<file path="src/hw/rtl/ucp_pkg.sv">
// Shared types, constants and the window judge for unreachable cell pruning.
package ucp_pkg;

  localparam int KIND_W        = 3;
  localparam int WIN_CELLS     = 9;
  localparam int WIN_CENTRE    = 4;
  localparam int MAX_WIDTH_DEF = 32;
  localparam int HEIGHT_LIMIT  = 4096;
  localparam int ROW_W         = 12;
  localparam int GW_W          = 6;
  localparam int GH_W          = 13;
  localparam int CFG_IDX_W     = 2;
  localparam int CFG_DATA_W    = 13;
  localparam int NUM_SLOTS     = 4;
  localparam int QUEUE_DEPTH   = 4;

  typedef logic [KIND_W-1:0] kind_t;

  localparam kind_t KIND_NONE = 3'd0;

  localparam logic [GW_W-1:0]   WIDTH_RST  = 6'd32;
  localparam logic [GH_W-1:0]   HEIGHT_RST = 13'd32;
  localparam kind_t             TARGET_RST = 3'd2;

  typedef enum logic [CFG_IDX_W-1:0] {
    REG_GRID_WIDTH  = 2'd0,
    REG_GRID_HEIGHT = 2'd1,
    REG_TARGET_KIND = 2'd2
  } cfg_reg_t;

  // [row][col], row 2 is the newest row, col 2 the newest column
  typedef logic [2:0][2:0][KIND_W-1:0] win_t;

  // Results caused by one item, in emit order: slot 0 first
  typedef struct packed {
    logic [NUM_SLOTS-1:0]             mask;
    logic [NUM_SLOTS-1:0][KIND_W-1:0] kinds;
    logic                             last;
  } bundle_t;

  // Pruned kind of the window centre; with lower set the window is read one
  // row down and the row below the bottom counts as none.
  function automatic kind_t judge(input win_t w, input logic lower, input kind_t target);
    logic [WIN_CELLS-1:0][KIND_W-1:0] cells;
    logic clear;
    int src;
    clear = 1'b1;
    for (int r = 0; r < 3; r++) begin
      src = lower ? r + 1 : r;
      for (int c = 0; c < 3; c++) begin
        cells[r*3+c] = (src <= 2) ? w[src][c] : KIND_NONE;
      end
    end
    for (int k = 0; k < WIN_CELLS; k++) begin
      if (cells[k] != KIND_NONE && cells[k] != target) clear = 1'b0;
    end
    if (cells[WIN_CENTRE] != target) return cells[WIN_CENTRE];
    return clear ? KIND_NONE : cells[WIN_CENTRE];
  endfunction

endpackage

</file>
<file path="src/hw/rtl/ucp_front.sv">
// Front end: config registers, line store, 3x3 window and result bundling.
module ucp_front #(
  parameter int MAX_WIDTH = ucp_pkg::MAX_WIDTH_DEF
) (
  input  logic                         clk,
  input  logic                         rst_n,
  input  logic                         in_valid,
  output logic                         in_ready,
  input  ucp_pkg::kind_t               in_cell_kind,
  input  logic                         cfg_wr_en,
  input  logic [ucp_pkg::CFG_IDX_W-1:0]  cfg_index,
  input  logic [ucp_pkg::CFG_DATA_W-1:0] cfg_wdata,
  input  logic                         q_full,
  output logic                         q_push,
  output ucp_pkg::bundle_t             q_bundle
);
  import ucp_pkg::*;

  localparam int CW = $clog2(MAX_WIDTH);

  logic [GW_W-1:0]  width_r;
  logic [GH_W-1:0]  height_r;
  kind_t            target_r;
  logic [CW-1:0]    col_r, col_nxt;
  logic [ROW_W-1:0] row_r, row_nxt;
  win_t             win_r, win_nxt;

  // Each entry holds {upper row, middle row} for one column
  logic [2*KIND_W-1:0] mem [MAX_WIDTH];
  logic [2*KIND_W-1:0] rd_r;

  logic [GH_W-1:0] w_eff, h_eff;
  logic accept, cfg_hit, row_end, last_row, has_prev, row_ge1, row_ge2;
  kind_t top, mid;
  win_t base, sh1, sh2;

  assign in_ready = !q_full;
  assign accept   = in_valid && in_ready;
  assign cfg_hit  = cfg_wr_en && (cfg_index == REG_GRID_WIDTH ||
                    cfg_index == REG_GRID_HEIGHT || cfg_index == REG_TARGET_KIND);

  always_comb begin
    if (width_r == '0) w_eff = GH_W'(1);
    else if (GH_W'(width_r) > GH_W'(MAX_WIDTH)) w_eff = GH_W'(MAX_WIDTH);
    else w_eff = GH_W'(width_r);
    if (height_r == '0) h_eff = GH_W'(1);
    else if (height_r > GH_W'(HEIGHT_LIMIT)) h_eff = GH_W'(HEIGHT_LIMIT);
    else h_eff = height_r;
  end

  assign row_end  = GH_W'(col_r) == w_eff - GH_W'(1);
  assign last_row = GH_W'(row_r) == h_eff - GH_W'(1);
  assign has_prev = col_r != '0;
  assign row_ge1  = row_r != '0;
  assign row_ge2  = row_r >= ROW_W'(2);
  assign top      = row_ge2 ? rd_r[2*KIND_W-1:KIND_W] : KIND_NONE;
  assign mid      = row_ge1 ? rd_r[KIND_W-1:0] : KIND_NONE;

  always_comb begin
    for (int r = 0; r < 3; r++) begin
      for (int c = 0; c < 3; c++) begin
        base[r][c] = (col_r == '0) ? KIND_NONE : win_r[r][c];
      end
    end
    for (int r = 0; r < 3; r++) begin
      sh1[r][0] = base[r][1];
      sh1[r][1] = base[r][2];
    end
    sh1[0][2] = top;
    sh1[1][2] = mid;
    sh1[2][2] = in_cell_kind;
    // Row end: shift the off-grid column in to finish the last cell
    for (int r = 0; r < 3; r++) begin
      sh2[r][0] = sh1[r][1];
      sh2[r][1] = sh1[r][2];
      sh2[r][2] = KIND_NONE;
    end
  end

  always_comb begin
    q_bundle.kinds[0] = judge(sh1, 1'b0, target_r);
    q_bundle.kinds[1] = judge(sh2, 1'b0, target_r);
    q_bundle.kinds[2] = judge(sh1, 1'b1, target_r);
    q_bundle.kinds[3] = judge(sh2, 1'b1, target_r);
    q_bundle.mask[0]  = row_ge1 && has_prev;
    q_bundle.mask[1]  = row_ge1 && row_end;
    q_bundle.mask[2]  = last_row && has_prev;
    q_bundle.mask[3]  = last_row && row_end;
    q_bundle.last     = last_row && row_end;
  end

  assign q_push = accept && (q_bundle.mask != '0);

  always_comb begin
    col_nxt = col_r;
    row_nxt = row_r;
    win_nxt = win_r;
    if (cfg_hit) begin
      col_nxt = '0;
      row_nxt = '0;
    end else if (accept) begin
      win_nxt = row_end ? sh2 : sh1;
      if (row_end && last_row) begin
        col_nxt = '0;
        row_nxt = '0;
      end else if (row_end) begin
        col_nxt = '0;
        row_nxt = row_r + ROW_W'(1);
      end else begin
        col_nxt = col_r + CW'(1);
      end
    end
  end

  always_ff @(posedge clk) begin
    if (!rst_n) begin
      width_r  <= WIDTH_RST;
      height_r <= HEIGHT_RST;
      target_r <= TARGET_RST;
      col_r    <= '0;
      row_r    <= '0;
    end else begin
      if (cfg_wr_en) begin
        case (cfg_index)
          REG_GRID_WIDTH:  width_r  <= cfg_wdata[GW_W-1:0];
          REG_GRID_HEIGHT: height_r <= cfg_wdata[GH_W-1:0];
          REG_TARGET_KIND: target_r <= cfg_wdata[KIND_W-1:0];
          default: ;
        endcase
      end
      col_r <= col_nxt;
      row_r <= row_nxt;
    end
  end

  always_ff @(posedge clk) begin
    win_r <= win_nxt;
  end

  // Prefetch the entry of the next column; forward the write when they meet
  always_ff @(posedge clk) begin
    if (accept) mem[col_r] <= {rd_r[KIND_W-1:0], in_cell_kind};
    if (accept && col_r == col_nxt) rd_r <= {rd_r[KIND_W-1:0], in_cell_kind};
    else rd_r <= mem[col_nxt];
  end

endmodule

</file>
<file path="src/hw/rtl/ucp_queue.sv">
// Short queue of result bundles between front and back.
module ucp_queue (
  input  logic             clk,
  input  logic             rst_n,
  input  logic             push,
  input  ucp_pkg::bundle_t push_data,
  output logic             full,
  input  logic             pop,
  output logic             head_valid,
  output ucp_pkg::bundle_t head
);
  import ucp_pkg::*;

  localparam int QPW = $clog2(QUEUE_DEPTH);

  bundle_t      entries_r [QUEUE_DEPTH];
  logic [QPW:0] wr_ptr_r, rd_ptr_r;

  assign full       = (wr_ptr_r[QPW] != rd_ptr_r[QPW]) &&
                      (wr_ptr_r[QPW-1:0] == rd_ptr_r[QPW-1:0]);
  assign head_valid = wr_ptr_r != rd_ptr_r;
  assign head       = entries_r[rd_ptr_r[QPW-1:0]];

  always_ff @(posedge clk) begin
    if (!rst_n) begin
      wr_ptr_r <= '0;
      rd_ptr_r <= '0;
    end else begin
      if (push) wr_ptr_r <= wr_ptr_r + (QPW+1)'(1);
      if (pop)  rd_ptr_r <= rd_ptr_r + (QPW+1)'(1);
    end
  end

  always_ff @(posedge clk) begin
    if (push) entries_r[wr_ptr_r[QPW-1:0]] <= push_data;
  end

endmodule

</file>
<file path="src/hw/rtl/ucp_back.sv">
// Back end: serializes queued bundles into one result item per cycle while out_ready is high.
module ucp_back (
  input  logic             clk,
  input  logic             rst_n,
  input  logic             head_valid,
  input  ucp_pkg::bundle_t head,
  output logic             pop,
  output logic             out_valid,
  input  logic             out_ready,
  output ucp_pkg::kind_t   out_kind,
  output logic             out_last
);
  import ucp_pkg::*;

  logic [NUM_SLOTS-1:0] sent_r, remaining, pick;
  logic                 out_valid_r, out_last_r, take, final_pick;
  kind_t                out_kind_r, pick_kind;

  assign remaining = head.mask & ~sent_r;

  // Lowest pending slot goes first
  always_comb begin
    pick      = '0;
    pick_kind = KIND_NONE;
    for (int i = NUM_SLOTS - 1; i >= 0; i--) begin
      if (remaining[i]) begin
        pick      = NUM_SLOTS'(1) << i;
        pick_kind = head.kinds[i];
      end
    end
  end

  assign final_pick = (remaining & ~pick) == '0;
  assign take       = head_valid && (!out_valid_r || out_ready);
  assign pop        = take && final_pick;

  always_ff @(posedge clk) begin
    if (!rst_n) begin
      out_valid_r <= 1'b0;
      sent_r      <= '0;
    end else begin
      if (take) begin
        out_valid_r <= 1'b1;
        sent_r      <= final_pick ? '0 : (sent_r | pick);
      end else if (out_ready) begin
        out_valid_r <= 1'b0;
      end
    end
  end

  always_ff @(posedge clk) begin
    if (take) begin
      out_kind_r <= pick_kind;
      out_last_r <= head.last && final_pick;
    end
  end

  assign out_valid = out_valid_r;
  assign out_kind  = out_kind_r;
  assign out_last  = out_last_r;

endmodule

</file>
<file path="src/hw/rtl/unreachable_cell_pruning_3x3.sv">
// Accepts one cell per cycle while in_ready is high and returns at most one result per
// cycle; most cells of the last row give two results each.
// A cell's result is written into the queue when the item that completes its 3x3 window
// (one row plus one cell later) is accepted, and is then registered at the output.
// The grid's final cell releases up to four results at once; a four-bundle queue absorbs
// them and in_ready drops only while that queue is full.
// Reset: 32x32 grid, target kind 2, counters and queue cleared; line store not cleared.
module unreachable_cell_pruning_3x3 #(
  parameter int MAX_WIDTH = ucp_pkg::MAX_WIDTH_DEF
) (
  input  logic                           clk,
  input  logic                           rst_n,
  input  logic                           in_valid,
  output logic                           in_ready,
  input  ucp_pkg::kind_t                 in_cell_kind,
  input  logic                           in_frame_end,
  output logic                           out_valid,
  input  logic                           out_ready,
  output ucp_pkg::kind_t                 out_kind,
  output logic                           out_last,
  input  logic                           cfg_wr_en,
  input  logic [ucp_pkg::CFG_IDX_W-1:0]  cfg_index,
  input  logic [ucp_pkg::CFG_DATA_W-1:0] cfg_wdata
);
  import ucp_pkg::*;

  logic    q_push, q_full, q_pop, q_head_valid;
  bundle_t q_bundle, q_head;

  // Grid end comes from the counters; in_frame_end is informational only.

  ucp_front #(.MAX_WIDTH(MAX_WIDTH)) u_front (
    .clk          (clk),
    .rst_n        (rst_n),
    .in_valid     (in_valid),
    .in_ready     (in_ready),
    .in_cell_kind (in_cell_kind),
    .cfg_wr_en    (cfg_wr_en),
    .cfg_index    (cfg_index),
    .cfg_wdata    (cfg_wdata),
    .q_full       (q_full),
    .q_push       (q_push),
    .q_bundle     (q_bundle)
  );

  ucp_queue u_queue (
    .clk        (clk),
    .rst_n      (rst_n),
    .push       (q_push),
    .push_data  (q_bundle),
    .full       (q_full),
    .pop        (q_pop),
    .head_valid (q_head_valid),
    .head       (q_head)
  );

  ucp_back u_back (
    .clk        (clk),
    .rst_n      (rst_n),
    .head_valid (q_head_valid),
    .head       (q_head),
    .pop        (q_pop),
    .out_valid  (out_valid),
    .out_ready  (out_ready),
    .out_kind   (out_kind),
    .out_last   (out_last)
  );

  a_no_push_full: assert property (@(posedge clk) disable iff (!rst_n)
    q_push |-> !q_full)
    else $error("bundle pushed into full queue");

  a_pop_nonempty: assert property (@(posedge clk) disable iff (!rst_n)
    q_pop |-> q_head_valid)
    else $error("queue popped while empty");

  a_head_has_work: assert property (@(posedge clk) disable iff (!rst_n)
    q_head_valid |-> q_head.mask != '0)
    else $error("queued bundle carries no result");

  a_last_ends_bundle: assert property (@(posedge clk) disable iff (!rst_n)
    q_push && q_bundle.last |-> q_bundle.mask[NUM_SLOTS-1])
    else $error("grid end without final cell result");

endmodule
</file>
<file path="config.mk">
export PLATFORM = sky130hd
export DESIGN_NAME = unreachable_cell_pruning_3x3
export DESIGN_NICKNAME = d
export VERILOG_FILES = /design/src/hw/rtl/ucp_pkg.sv /design/src/hw/rtl/ucp_front.sv /design/src/hw/rtl/ucp_queue.sv /design/src/hw/rtl/ucp_back.sv /design/src/hw/rtl/unreachable_cell_pruning_3x3.sv
export SDC_FILE = /design/constraint.sdc
export NUM_CORES = 1
export LEC_CHECK = 0
export ABC_AREA = 1
export BUFFER_PORTS_ARGS = -buffer_cell sky130_fd_sc_hd__buf_2
export CORE_MARGIN = 2
export CORE_UTILIZATION = 65
export CTS_BUF_LIST = sky130_fd_sc_hd__clkbuf_8
export DETAILED_ROUTE_END_ITERATION = 6
export GPL_TIMING_DRIVEN = 0
export PLACE_DENSITY = 0.82
export SETUP_SLACK_MARGIN = 0.5
export SLEW_MARGIN = 20
export SYNTH_ARGS = -nofsm -noshare
export SYNTH_HDL_FRONTEND = slang
export SYNTH_SLANG_ARGS = --single-unit
</file>
<file path="constraint.sdc">
create_clock -name clk -period 6.7 [get_ports clk]
set_input_delay 0.67 -clock clk [delete_from_list [all_inputs] [get_ports clk]]
set_output_delay 0.67 -clock clk [all_outputs]
set_load 0.05 [all_outputs]
</file>
==> results.cfg, run 1 <==
[sta]
worstMarginPinSlew_ns = 1.06
clock.fmax_mhz = 268
relSlewSlack = 0.296
finalCritPeriodShare = 0.558
tns_ns = 0
min_period_ns = 3.74
setup_viol = 0
drv_slew = 0
fin_ws_ns = 2.96
rsz0062_at_grt = false
clock_skew_ns = 0.0190
hold_viol = 0

[placed_design]
port_buffers = 28
place_inst = 1891
dp_worst_setup_slack_ns = 2.97
place.gp.congestion = 0.943
dp_hpwl_microns = 24500
place_area_sq_um = 15900

[clock_tree]
htree_levels = 2
insertion_delay_ns = 0.59
cts_tree = done
cts_setup_buffers = 0
cts_resized = 0
cts-buffers-inserted = 51
cts.clk_slew.worst_paths_ns = 0.07
clk_path_buf_depth = 3
hold_buffers = 0
clock-root-buffer = clkbuf_8
cts.sinks = 335

[final_layout]
stdcell_area_sq_um = 16900
layout_common_cells = nand2_1, edfxtp_1, nand3_1
diodes = 0
final_common_cell = nand2_1
syn_to_final_growth_pct = 10.5
fin_nets = 1663
layout-drive-gt1-share = 0.112
fin_cells = 1985

[power_and_ir_drop]
power.density_nw_per_um2 = 260
p_total_uw = 4400
p_leak_uw = 0.00653
vdd_drop_max_uv = 221

[critical_path]
critPathArrivalTime_ns = 3.93
rr_worst_depth = 13
reg2reg_from = u_front.width_r[4]
cp-startpoint = u_front.width_r[4]
cp-start-kind = flop
worst-endpoint-required_ns = 6.90
critical_path_class = reg -> reg
worstPathMaxFanout = 16
critPathCaptureType = flop

[drt]
detail_route.wl_per_cell_microns = 19.1
dr.pass1.iters = 7
final_antenna_net_count = 0
totalWireLength_microns = 37900
vias = 11700
first_iter_violations = 1557
via_per_inst = 5.89
drcViolationCount = 13

[yosys]
netlist_instances = 1541
synth-seq-area-share = 0.620
ys_ff_latch = 335
synth_nets = 1579
syn_avg_cell_area_sq_um = 9.93
ys_types = 49
yosysWarnings = 0
syn_area_sq_um = 15300

[global_routing]
antenna_found_initial = 0
grt_pass1_wl_microns = 58100
first_global_vias = 11100
grt_max_degree = 37
grt_overflow_total = 0
grtUsageTotal = 0.311

[run]
max_cap_viol_count = 0

[floorplan]
initial_core_util = 0.658
rows = 56
die-height_microns = 157
core_sq_um = 23300
die_x_microns = 157
dieArea_sq_um = 24800
io_pins = 30

[outcome]
violations = design-rule violations
status = complete, but fails checks

[worst_hold_path]
whs_path_depth = 3
holdCritStartpoint = cfg_wdata[11]
hp-class = in -> reg
==> layer usage <==
metal	wire [microns]	vias to the layer above	track usage
li1	-	5427	-
met2	17500	714	0.492
met3	4390	122	0.0708
met4	1160	2	0.117
met1	14800	5425	0.423
met5	19	-	0
==> cell type report <==
cell class,instances,area (sq um)
flip-flops and latches,335,9490
fillers,1626,6360
multi-input cells,1033,5040
clock buffers,53,729
inverters,108,410
well taps,319,399
plain buffers,65,367
clock inverters,41,285
repair buffers,31,178
==> sequential cells by signal, summed over array words and instances (netlist names), 4 cells and up, named ones only <==
name and flops:
u_back.sent_r 4, u_front.col_r 5, u_front.height_r 13, u_front.mem 192
u_front.row_r 12, u_front.width_r 6, u_front.win_r 18, u_queue.entries_r 64
==> logic make-up after synthesis <==
logic type | synth area share
and+or+nand+nor | 0.236
xor gates and xnor gates | 0.0268
AOI/OAI and AO/OA | 0.0548
DFF | 0.620
adders and majority gates | 0.0115
buffers and inverters | 0.0508
==> synth_stat cells, drive strengths merged <==
cell	instances	share of area
nand3	209	0.072
and2	2	0.00082
edfxtp	278	0.55
o211ai	8	0.0039
a32o	2	0.0013
nand3b	2	0.00098
nor2	209	0.054
clkbuf	21	0.0052
o21a	2	0.00098
nand4	14	0.0061
buf	44	0.019
o22a	1	0.00057
o31ai	2	0.00098
o21ai	89	0.029
ha	14	0.011
o41ai	2	0.0011
nor3	11	0.0039
o22ai	12	0.0049
xor2	38	0.022
inv	105	0.026
o32ai	1	0.00057
clkinv	3	0.00074
a31oi	1	0.00041
dfxtp	57	0.075
o21bai	1	0.00074
and3	4	0.0016
a21oi	31	0.010
xnor2	8	0.0051
nor4	6	0.0034
or2	5	0.0024
and3b	1	0.00057
nand2	358	0.090
==> metrics by stage <==
step / utilization / hold WS, ns
global placement: 0.681 / 0.433
floorplan: - / 0.426
finish: 0.727 / 0.345
CTS: 0.727 / 0.334
global route: 0.727 / 0.348
detailed placement: 0.683 / 0.442
==> path summary, 6_finish.rpt <==
kind              slack (ns)                      end
setup / recovery        2.96  u_queue.entries_r[1][1]
hold / removal          0.34     u_front.height_r[11]
setup reg to reg        2.96  u_queue.entries_r[1][1]
hold reg to reg         0.45         u_back.sent_r[0]
==> worst max-delay path, stage by stage (launching register included) <==
cell,delay (ns)
dfxtp_1,0.33
or2_1,0.23
or2_1,0.24
nand2_2,0.09
inv_1,0.05
ha_1,0.22
xnor2_1,0.20
xnor2_1,0.14
nand2_1,0.10
nor4_4,0.31
nand3_4,0.18
a21oi_1,0.32
nand2_2,0.19
nor2_2,0.75
==> report_power, final <==
part           switching (uW)  total [uW]  internal [uW]
Sequential               11.8        2310           2300
Combinational             283         395            112
Clock                     805        1700            895
Total                    1100        4400           3300
No activity file was read; power rests on OpenSTA's default activity.
==> run 2: changes to the inputs <==
==> constraint.sdc (replaced) <==
create_clock -name clk -period 3.9 [get_ports clk]
set_input_delay 0.39 -clock clk [delete_from_list [all_inputs] [get_ports clk]]
set_output_delay 0.39 -clock clk [all_outputs]
set_load 0.05 [all_outputs]
==> results.cfg, run 2 (synthesis gave the netlist of run 1 again) <==
[drt]
first_iter_violations = 1633
via_per_inst = 5.89
drcViolationCount = 0
dr.pass1.iters = 6
vias = 11700
final_antenna_net_count = 0
totalWireLength_microns = 38100
detail_route.wl_per_cell_microns = 19.1

[sta]
clock_skew_ns = 0.0180
min_period_ns = 3.12
hold_viol = 0
clock.fmax_mhz = 320
rsz0062_at_grt = false
finalCritPeriodShare = 0.801
drv_slew = 0
worstMarginPinSlew_ns = 1.06
holdWs_ns = 0.0501
setup_viol = 0
fin_ws_ns = 0.776
relSlewSlack = 0.296

[critical_path]
worst-endpoint-required_ns = 4.20
rr_worst_depth = 14
critPathArrivalTime_ns = 3.42
critPathCaptureType = flop
cp-startpoint = u_front.width_r[4]
reg2reg_from = u_front.width_r[4]
rr_endpoint = u_queue.entries_r[1][1]
rrSetupSlack_ns = 0.78
critical_path_class = reg -> reg
cp-start-kind = flop
worstPathMaxFanout = 15

[clock_tree]
cts.clk_slew.worst_paths_ns = 0.07
hold_buffers = 0
cts-buffers-inserted = 51
cts_tree = done
clk_path_buf_depth = 3
htree_levels = 2
clock-root-buffer = clkbuf_8
cts.sinks = 335
insertion_delay_ns = 0.59

[placed_design]
port_buffers = 28
dp_hpwl_microns = 24500
place_inst = 1891
place.gp.congestion = 0.943
dp_worst_setup_slack_ns = 0.170

[worst_hold_path]
hp-class = in -> reg
min_to = u_front.height_r[11]
holdCritStartpoint = cfg_wdata[11]
whs_path_depth = 3

[global_routing]
antenna_found_initial = 0
grt_overflow_total = 0
grt_max_degree = 37
grtUsageTotal = 0.312
first_global_vias = 11200
grt_pass1_wl_microns = 58400

[power_and_ir_drop]
power.density_nw_per_um2 = 445
comb_power_share = 0.090
power_frac_seq = 0.524
p_total_uw = 7570
p_leak_uw = 0.00657
pwr-share-clk = 0.386
p_switching_uw = 1900
switching_share = 0.250
p_int_uw = 5670
vdd_drop_max_uv = 379

[floorplan]
rows = 56
initial_core_util = 0.658
core_sq_um = 23300
dieArea_sq_um = 24800
die_x_microns = 157
die-height_microns = 157
io_pins = 30

[final_layout]
final_common_cell = nand2_1
regMostFlops = u_front.mem
fin_cells = 1991
regArea_sq_um = 9490
layout_common_cells = nand2_1, edfxtp_1, nand3_1
fillers = 1610
diodes = 0
layout-drive-gt1-share = 0.116
fin_nets = 1669
syn_to_final_growth_pct = 11.1
multi_input_area_sq_um = 5090
largest_reg_flops = 192

[run]
max_cap_viol_count = 0

[outcome]
status = finished clean
==> run 2: power by group through the flow <==
stage               clock network, uW  registers, uW  logic (uW)
floorplan                           0           4030         446
finish                           2930           3960         682
CTS                              2910           3960         659
global placement                    0           4040         634
detailed placement                  0           4040         651
global route                     3060           3970         740
==> run 2: area by class of cell <==
type,count,share of cell area
buffer,65,0.0216
clock buffer,53,0.0429
clock inverter,41,0.0168
inverter,108,0.0241
multi-input combinational,1033,0.299
sequential,335,0.558
tap,319,0.0235
timing repair buffer,37,0.0138
==> run 2: how the worst max path moves through the flow <==
stage / endpoint / slack (ns)
after floorplan: u_queue.entries_r[0][0] / 0.44
after global placement: u_queue.entries_r[3][3] / -0.26
after detailed placement: u_queue.entries_r[1][1] / 0.17
after CTS: u_queue.entries_r[2][3] / 0.59
after global routing: u_queue.entries_r[1][1] / 0.55
final: u_queue.entries_r[1][1] / 0.78
==> run 2: critical path, stage by stage (launching register included) <==
cell and delay [ns]:
dfxtp_1 0.33, or2_1 0.23, or2_1 0.24, nand2_2 0.09, inv_1 0.05, ha_1 0.22
xnor2_1 0.20, xnor2_1 0.14, nand2_1 0.10, nor4_4 0.31, nand3_4 0.20, a21oi_4 0.23
nand2_4 0.14, nor2_4 0.18, buf_12 0.17
==> run 2: timing repair <==
item	4_1_cts	5_1_grt
endpoints found under the setup margin	53	60
cloned	0	0
buffers inserted	5	1
gates resized for setup	5	3
pin swaps	3	1
==> run 2: through the flow <==
stage	area, sq um	util	setup TNS, ns
after floorplan	15300	-	0
after global placement	15800	0.681	-13.80
after detailed placement	15900	0.683	0
after CTS	17000	0.730	0
after global routing	17000	0.731	0
final	17000	0.731	0
==> run 2: layer usage <==
layer	part of all wire	GRT usage	wire (microns)	vias to the layer above
met4	0.031	0.118	1170	0
met2	0.47	0.496	17800	732
met5	0	0	0	-
met3	0.11	0.0699	4250	119
li1	-	-	-	5437
met1	0.39	0.425	14900	5448
